<file path="config.mk">
export PLATFORM = sky130hd
export DESIGN_NAME = base64_stream_encoder
export DESIGN_NICKNAME = d
export VERILOG_FILES = /design/src/hdl/b64e_pkg.sv /design/src/hdl/b64e_front.sv /design/src/hdl/b64e_fifo.sv /design/src/hdl/b64e_back.sv /design/src/hdl/base64_stream_encoder.sv
export SDC_FILE = /design/constraint.sdc
export NUM_CORES = 1
export LEC_CHECK = 0
export BUFFER_PORTS_ARGS = -buffer_cell sky130_fd_sc_hd__buf_2
export CAP_MARGIN = 20
export CORE_AREA = 2 2 117 119
export DETAILED_ROUTE_END_ITERATION = 16
export DIE_AREA = 0 0 119 121
export PLACE_DENSITY = 0.66
export RECOVER_POWER = 100
export SLEW_MARGIN = 15
export SYNTH_ARGS = -nofsm -noshare
export SYNTH_HDL_FRONTEND = slang
export SYNTH_SLANG_ARGS = --single-unit
export TNS_END_PERCENT = 5
</file>
<file path="constraint.sdc">
create_clock -name clk -period 6.9 [get_ports clk]
set_clock_uncertainty 0.05 [all_clocks]
set_input_delay 0.69 -clock clk [delete_from_list [all_inputs] [get_ports clk]]
set_output_delay 0.69 -clock clk [all_outputs]
set_load 0.01 [all_outputs]
</file>
<file path="src/hdl/b64e_pkg.sv">
// Shared types and constants for the base64 stream encoder.
// Holds the job record passed from the front end to the back end
// and the sextet-to-character mapping. No dependencies.
package b64e_pkg;

  localparam logic [7:0] PAD_CHAR   = 8'h3D;  // '='
  localparam logic [7:0] PLUS_CHAR  = 8'h2B;  // '+'
  localparam logic [7:0] SLASH_CHAR = 8'h2F;  // '/'

  // One input byte's worth of output: up to four characters, the index of
  // the last one that is valid, and whether that one closes the message.
  typedef struct packed {
    logic [3:0][7:0] chars;
    logic [1:0]      last_idx;
    logic            eom;
  } job_t;

  // Maps a 6-bit group onto the standard alphabet.
  function automatic logic [7:0] sextet_char(input logic [5:0] v);
    logic [7:0] w;
    w = {2'b00, v};
    if (v < 6'd26) begin
      return 8'h41 + w;
    end else if (v < 6'd52) begin
      return 8'h47 + w;
    end else if (v < 6'd62) begin
      return w - 8'd4;
    end else if (v == 6'd62) begin
      return PLUS_CHAR;
    end else begin
      return SLASH_CHAR;
    end
  endfunction

endpackage

</file>
<file path="src/hdl/b64e_front.sv">
// Front end of the base64 stream encoder: tracks the byte phase and the
// leftover bits, and turns each accepted byte into a job record.
// Depends on b64e_pkg.
module b64e_front (
  input  logic               clk,
  input  logic               rst,
  input  logic [7:0]         data_byte,
  input  logic               end_of_message,
  input  logic               accept,
  output b64e_pkg::job_t     job
);

  localparam logic [1:0] PH_0 = 2'd0;
  localparam logic [1:0] PH_1 = 2'd1;
  localparam logic [1:0] PH_2 = 2'd2;

  logic [1:0] phase;
  logic [1:0] phase_next;
  logic [3:0] carry;
  logic [3:0] carry_next;

  always_comb begin
    job.chars    = '0;
    job.last_idx = 2'd0;
    job.eom      = end_of_message;
    phase_next   = PH_0;
    carry_next   = 4'd0;
    unique case (phase)
      PH_1: begin
        job.chars[0] = b64e_pkg::sextet_char({carry[1:0], data_byte[7:4]});
        if (end_of_message) begin
          job.chars[1] = b64e_pkg::sextet_char({data_byte[3:0], 2'b00});
          job.chars[2] = b64e_pkg::PAD_CHAR;
          job.last_idx = 2'd2;
        end
        phase_next = PH_2;
        carry_next = data_byte[3:0];
      end
      PH_2: begin
        job.chars[0] = b64e_pkg::sextet_char({carry, data_byte[7:6]});
        job.chars[1] = b64e_pkg::sextet_char(data_byte[5:0]);
        job.last_idx = 2'd1;
      end
      default: begin
        // Phase 0, and the unused code, which behaves as phase 0.
        job.chars[0] = b64e_pkg::sextet_char(data_byte[7:2]);
        if (end_of_message) begin
          job.chars[1] = b64e_pkg::sextet_char({data_byte[1:0], 4'b0000});
          job.chars[2] = b64e_pkg::PAD_CHAR;
          job.chars[3] = b64e_pkg::PAD_CHAR;
          job.last_idx = 2'd3;
        end
        phase_next = PH_1;
        carry_next = {2'b00, data_byte[1:0]};
      end
    endcase
    // A finished message returns to the start of a new group.
    if (end_of_message) begin
      phase_next = PH_0;
      carry_next = 4'd0;
    end
  end

  always_ff @(posedge clk) begin
    if (rst) begin
      phase <= PH_0;
      carry <= 4'd0;
    end else if (accept) begin
      phase <= phase_next;
      carry <= carry_next;
    end
  end

endmodule

</file>
<file path="src/hdl/b64e_fifo.sv">
// Small job queue between the front and back ends of the encoder.
// Register array with read and write pointers. Depends on b64e_pkg.
module b64e_fifo #(
  parameter int DEPTH = 4
) (
  input  logic           clk,
  input  logic           rst,
  input  logic           push_valid,
  output logic           push_ready,
  input  b64e_pkg::job_t push_data,
  output logic           pop_valid,
  input  logic           pop_ready,
  output b64e_pkg::job_t pop_data
);

  localparam int AW = (DEPTH > 1) ? $clog2(DEPTH) : 1;
  localparam int CW = $clog2(DEPTH + 1);
  localparam logic [AW-1:0] LAST_PTR = AW'(DEPTH - 1);
  localparam logic [CW-1:0] FULL_CNT = CW'(DEPTH);

  b64e_pkg::job_t mem [DEPTH];
  logic [AW-1:0] wr_ptr;
  logic [AW-1:0] rd_ptr;
  logic [CW-1:0] count;
  logic          do_push;
  logic          do_pop;

  assign push_ready = (count != FULL_CNT);
  assign pop_valid  = (count != '0);
  assign do_push    = push_valid && push_ready;
  assign do_pop     = pop_valid && pop_ready;
  assign pop_data   = mem[rd_ptr];

  always_ff @(posedge clk) begin
    if (do_push) begin
      mem[wr_ptr] <= push_data;
    end
  end

  always_ff @(posedge clk) begin
    if (rst) begin
      wr_ptr <= '0;
      rd_ptr <= '0;
      count  <= '0;
    end else begin
      if (do_push) begin
        wr_ptr <= (wr_ptr == LAST_PTR) ? '0 : wr_ptr + 1'b1;
      end
      if (do_pop) begin
        rd_ptr <= (rd_ptr == LAST_PTR) ? '0 : rd_ptr + 1'b1;
      end
      if (do_push && !do_pop) begin
        count <= count + 1'b1;
      end else if (do_pop && !do_push) begin
        count <= count - 1'b1;
      end
    end
  end

endmodule

</file>
<file path="src/hdl/b64e_back.sv">
// Back end of the encoder: holds one job and sends its characters one per
// cycle on the output stream while out_ready is high. Depends on b64e_pkg.
module b64e_back (
  input  logic           clk,
  input  logic           rst,
  input  logic           job_valid,
  output logic           job_ready,
  input  b64e_pkg::job_t job_in,
  output logic           out_valid,
  input  logic           out_ready,
  output logic [7:0]     ascii_char,
  output logic           last_of_run,
  output logic           end_of_output
);

  b64e_pkg::job_t cur;
  logic           busy;
  logic [1:0]     idx;
  logic           at_last;
  logic           fire;

  assign at_last       = (idx == cur.last_idx);
  assign fire          = busy && out_ready;
  assign job_ready     = !busy || (fire && at_last);
  assign out_valid     = busy;
  assign ascii_char    = cur.chars[idx];
  assign last_of_run   = at_last;
  assign end_of_output = at_last && cur.eom;

  always_ff @(posedge clk) begin
    if (job_valid && job_ready) begin
      cur <= job_in;
    end
  end

  always_ff @(posedge clk) begin
    if (rst) begin
      busy <= 1'b0;
      idx  <= 2'd0;
    end else if (job_ready) begin
      busy <= job_valid;
      idx  <= 2'd0;
    end else if (fire) begin
      idx <= idx + 2'd1;
    end
  end

endmodule

</file>
<file path="src/hdl/base64_stream_encoder.sv">
// Streaming base64 encoder, standard alphabet with '=' padding.
// With the back end idle, a byte's job is written into the queue and is then loaded
// into the back end before its first character leaves, and waits while the output stalls.
// Throughput: one character per cycle at the output while m_tready is high; a byte
// gives 1 or 2 characters (4 per 3 bytes) and a final byte up to 4.
// Input is taken every cycle while the job queue has room; the output port sets the pace.
// Reset (rst, synchronous) empties the queue and returns to the start of a 3-byte group.
module base64_stream_encoder #(
  parameter int QUEUE_DEPTH = 4
) (
  input  logic       clk,
  input  logic       rst,
  input  logic       s_tvalid,
  output logic       s_tready,
  input  logic [7:0] s_tdata,   // [7:0] data_byte
  input  logic       s_tlast,   // end_of_message
  output logic       m_tvalid,
  input  logic       m_tready,
  output logic [7:0] m_tdata,   // [7:0] ascii_char
  output logic       m_tlast,   // end_of_output
  output logic       m_tuser    // [0] last_of_run
);

  // The front end classifies each byte by its place in the 3-byte group and
  // builds a job of up to four characters. The queue lets the front keep
  // taking bytes while the back end is still sending earlier characters.
  b64e_pkg::job_t front_job;
  b64e_pkg::job_t queue_job;
  logic           in_xfer;
  logic           queue_valid;
  logic           back_ready;

  assign in_xfer = s_tvalid && s_tready;

  b64e_front u_front (
    .clk            (clk),
    .rst            (rst),
    .data_byte      (s_tdata),
    .end_of_message (s_tlast),
    .accept         (in_xfer),
    .job            (front_job)
  );

  b64e_fifo #(
    .DEPTH (QUEUE_DEPTH)
  ) u_fifo (
    .clk        (clk),
    .rst        (rst),
    .push_valid (s_tvalid),
    .push_ready (s_tready),
    .push_data  (front_job),
    .pop_valid  (queue_valid),
    .pop_ready  (back_ready),
    .pop_data   (queue_job)
  );

  // The back end sends one character per transfer and picks up the next job
  // in the same cycle that its last character leaves, so there is no gap.
  b64e_back u_back (
    .clk           (clk),
    .rst           (rst),
    .job_valid     (queue_valid),
    .job_ready     (back_ready),
    .job_in        (queue_job),
    .out_valid     (m_tvalid),
    .out_ready     (m_tready),
    .ascii_char    (m_tdata),
    .last_of_run   (m_tuser),
    .end_of_output (m_tlast)
  );

endmodule
</file>
==> results <==
- The flow ran to the end, and the final reports show no timing, DRC or antenna violations.
- The worst hold path belongs to the class flip-flop to flip-flop.
- The cell leakage power is 2.455 nW.
- The fraction of final layout cells sized beyond drive strength 1 is 11.27%.
- The worst hold path stage count is 2.
- The post-layout minimum cycle time is roughly 3500 ps.
- The number of H-tree levels is 4.
- The most used flip-flop cell after synthesis is edfxtp_1.
- In this run the deepest clock path goes through 2 buffers.
- The die outline area is 0.01440 mm².
- The via count of the first global-routing pass is roughly 4400.
- The area added between synthesis and finish is 9.837%.
- Cell internal power was estimated by the tool at 1.665 mW.
- The routed layout has 4507 vias.
- The startpoint identified for the worst hold timing path is u_front.phase[0].
- The number of distinct standard cells referenced by the synthesized netlist is between 70 and 80.
- The cell count of the worst reg-to-reg path is 11.
- Global routing finished with a remaining overflow of 0.
- The final hold violation count is 0.
- The worst setup slack for register-to-register paths is 3370 ps.
- Along the worst path, the maximum fanout reaches 23.
- The startpoint of the worst register-to-register path is u_back.idx[0].
- The number of cells after detailed placement is 721.
- The routed design has 14240 µm of wire.
- The number of clock buffers inserted by TritonCTS is 17.
- Data on the critical path arrives at its endpoint at 3820 ps.
- Net switching is 28.34% of the power.
- Setup repair after global routing left no endpoint under its margin.
- The number of antenna diodes is 0.
- The cell area that synthesis handed to floorplanning was about 0.0064 mm².
- The initial antenna violation count came to 0.
- The max-slew violation count came to 0.
- STA classifies the critical path startpoint as a flip-flop.
- After clock tree synthesis, the flow added hold-fix buffers numbering 0.
- The tree built by TritonCTS fans out to 116 sinks.
- The floorplan step set the die height to 121 µm.
- In the final routed layout, each cell accounts on average for 18.92 µm.
- STA puts the critical path data required time at between 7000 and 8000 ps.
- The total number of yosys warnings is 0.
- The later pin in the worst-skew pair is clocked with a latency of about 400 ps.
- The combinational group share of total power is 24.4%.
- Counting every instance in the synthesized netlist gives 558.
- The floorplan step set the die width to ~120 µm.
- The capture instance of the worst register-to-register path is u_fifo.count[2].
- The terminating pin of the worst hold path is u_front.phase[0].
- The worst-case IR drop observed on VDD is 0.1886 mV.
- The worst-case headroom to the max-slew limit is 18.59%.
- The final clock period utilization by the worst path is 51.15%.
- The setup slack after layout is 3371 ps.
- For this block, the initial DRC count from the detailed router was 372.
- After synthesis, the share of flip-flops with an asynchronous set or reset is 0%.
- The critical path is of the flip-flop to flip-flop type.
- The share of total power dissipated in the clock network is 32.0%.
- In this run the remaining antenna-violating nets after routing total 0.
- During placement, the flow inserted port buffers numbering 24.
- The number of register bits inferred by synthesis is approximately 120.
- The filler cell count in the final layout is 1090.
- The final HPWL from detailed placement is slightly below 10000 µm.
- The net switching power of the design is between 600 and 700 µW.
- The capturing element type of the critical path is a flip-flop.
- The utilization after layout is 54.13%.
- After synthesis, flip-flops and latches occupy 51.53% of the total area.
- Clock-pin slew was measured on the worst setup and hold paths at 50 ps.
- Counting every net in the synthesized netlist gives 599.
- The relative contribution of sequential cells to total power is 43.6%.
- The TritonCTS clock tree is done.
- The timing-limited maximum frequency is 283.4 MHz.
- After clock tree synthesis, the setup repair step added 0 buffers.
- The pre-antenna-repair detailed-routing pass consisted of 4 iterations.
- The worst slack after detailed placement is 3520 ps.
- The post-detailed-route via-to-cell ratio is 5.985.
- Routability-driven placement finished with a final weighted congestion of ~0.94.
- Counting flops with a built-in enable in the synthesized netlist gives 100.
- The mean post-synth cell area is 11.56 µm².
- The hold slack is 429.5 ps.
- Adding up every negative setup slack in the final design gives 0 ps.
- The count of cells resized by post-cts repair is 0.
- The global-route wire length before repair is 22860 µm.
- The core region is 0.01309 mm².
- The initial core utilization is 49.28%.
- In this run the clock root is driven by a clkbuf_16.
- The floorplan has 42 rows.
- The maximum number of pins on one net before global-route repair is 29.
- The tool flagged a number of max-cap violations equal to 0.
- For the pin with the worst max-slew slack, the measured transition is 1221 ps.
- The number of nets in the layout is 607.
- After detailed routing, the number of remaining DRC violations is 0.
- The total global routing track utilization is around a fifth.
- The power per cell area is 328.1 mW/mm².
- The finished layout holds roughly 750 standard cells, fillers aside.
- In this run the count of I/O pins placed on the die edge is 25.
- The total setup violations reported at the end of the flow is 0.
[cell usage after synthesis, types with 2 or more instances]
cell | number | share of area, %
edfxtp_1 | 100 | 47
a21oi_1 | 42 | 3.3
nand2_1 | 41 | 2.4
o21ai_0 | 34 | 2.6
nor2_1 | 32 | 1.9
ha_1 | 27 | 5.2
inv_1 | 21 | 1.2
buf_2 | 20 | 1.6
mux4_2 | 20 | 7.0
nand3_1 | 19 | 1.5
dfxtp_1 | 16 | 5.0
nor3_1 | 14 | 1.1
xnor2_1 | 14 | 1.9
clkbuf_1 | 13 | 0.76
mux2i_1 | 10 | 1.6
nand2b_1 | 10 | 0.97
o31ai_1 | 10 | 1.2
nor2b_1 | 9 | 0.87
and2_1 | 7 | 0.68
o211ai_1 | 7 | 0.81
and3_1 | 6 | 0.58
a211oi_1 | 5 | 0.58
or3_1 | 5 | 0.49
a21o_1 | 4 | 0.47
a31oi_1 | 4 | 0.39
buf_4 | 4 | 0.47
mux2_2 | 4 | 0.70
xor2_1 | 4 | 0.54
a22oi_1 | 3 | 0.35
o31a_1 | 3 | 0.41
a221oi_1 | 2 | 0.27
a2bb2oi_1 | 2 | 0.27
buf_6 | 2 | 0.35
nand3b_1 | 2 | 0.23
nand4_1 | 2 | 0.19
nor4_1 | 2 | 0.19
o221ai_1 | 2 | 0.27
o2bb2ai_1 | 2 | 0.27
o32ai_1 | 2 | 0.27
[registers in the layout, summed over array words and instances (netlist names)]
signal	flops
u_fifo.mem	80
u_back.cur	20
u_front.carry	4
u_fifo.count	3
u_back.idx	2
u_fifo.rd_ptr	2
u_fifo.wr_ptr	2
u_front.phase	2
u_back.out_valid	1
[how the worst max path moves through the flow]
| stage | startpoint | to | slack [ps] |
|---|---|---|---|
| final | u_back.idx[0] | u_fifo.count[2] | 3370 |
| after global routing | u_back.idx[0] | u_fifo.count[2] | 3080 |
| after CTS | s_tdata[4] | u_fifo.mem[3][13] | 3930 |
| after detailed placement | s_tdata[4] | u_fifo.mem[0][13] | 3520 |
| after global placement | s_tdata[4] | u_fifo.mem[0][16] | 3590 |
| after floorplan | u_back.idx[1] | u_fifo.count[2] | 4180 |
[cell type report]
type / instances / area [µm²] / share of cell area [%]
clock buffer: 20 / 436.7 / 6.165
clock inverter: 10 / 67.56 / 0.9539
inverter: 22 / 82.58 / 1.166
multi-input combinational: 381 / 2833 / 39.99
sequential: 116 / 3323 / 46.92
tap: 176 / 220.2 / 3.109
timing repair buffer: 28 / 120.1 / 1.696
[worst max-delay path, cell delays in order, from the launching register on]
cell      delay [ps]
dfxtp_1          720
xnor2_1          280
nand3_1          170
a21oi_2          150
clkbuf_1         900
inv_1            150
ha_1             260
inv_1             70
fa_1             170
xor2_1            70
or3_1            300
a21oi_1          130
[metrics by stage]
step,cell area (µm²),power (mW)
global route,7083,2.453
floorplan,6449,1.436
finish,7083,2.324
detailed placement,6603,1.612
CTS,7107,2.363
global placement,6603,1.593
[metal layers]
layer,vias up,track usage (%),wire length [µm]
li1,2115,-,-
met2,174,33.48,6968
met4,0,9.449,351
met5,-,0,0
met1,2192,27.41,6169
met3,26,4.135,755
[cell families after synthesis]
kind of cell / synth area share [%]
multiplexers: 9.236
buffers and inverters: 4.404
flip-flops: 51.53
AO/OA/AOI/OAI: 13.78
adder cells (fa/ha/maj): 5.549
XOR/XNOR: 2.697
AND/OR/NAND/NOR: 12.81
[power groups by stage]
| stage | sequential [mW] | combinational (mW) | clock, mW |
|---|---|---|---|
| final | 1.01 | 0.568 | 0.742 |
| after global placement | 1.02 | 0.572 | 0 |
| after global routing | 1.03 | 0.631 | 0.794 |
| after floorplan | 0.987 | 0.449 | 0 |
| after detailed placement | 1.03 | 0.585 | 0 |
| after CTS | 1.01 | 0.589 | 0.760 |
[layout by cell type (no fill, tap or decap), types with 4 or more instances in the layout]
cell	instances
nor2b_1	9
a21o_1	4
a31oi_1	4
xnor2_1	14
inv_1	22
clkbuf_1	21
nand2b_1	10
o31ai_1	10
edfxtp_1	100
nand2_1	42
or3_1	5
a211oi_1	5
and2_0	4
nor3_1	14
buf_2	9
clkinv_1	6
a21oi_1	42
clkbuf_16	17
ha_1	27
o211ai_1	7
o21ai_0	34
mux4_2	20
and3_1	6
xor2_1	4
nand3_1	19
mux2i_1	10
nor2_1	32
dfxtp_1	16
Note: power is estimated with default switching activity, not from simulation.
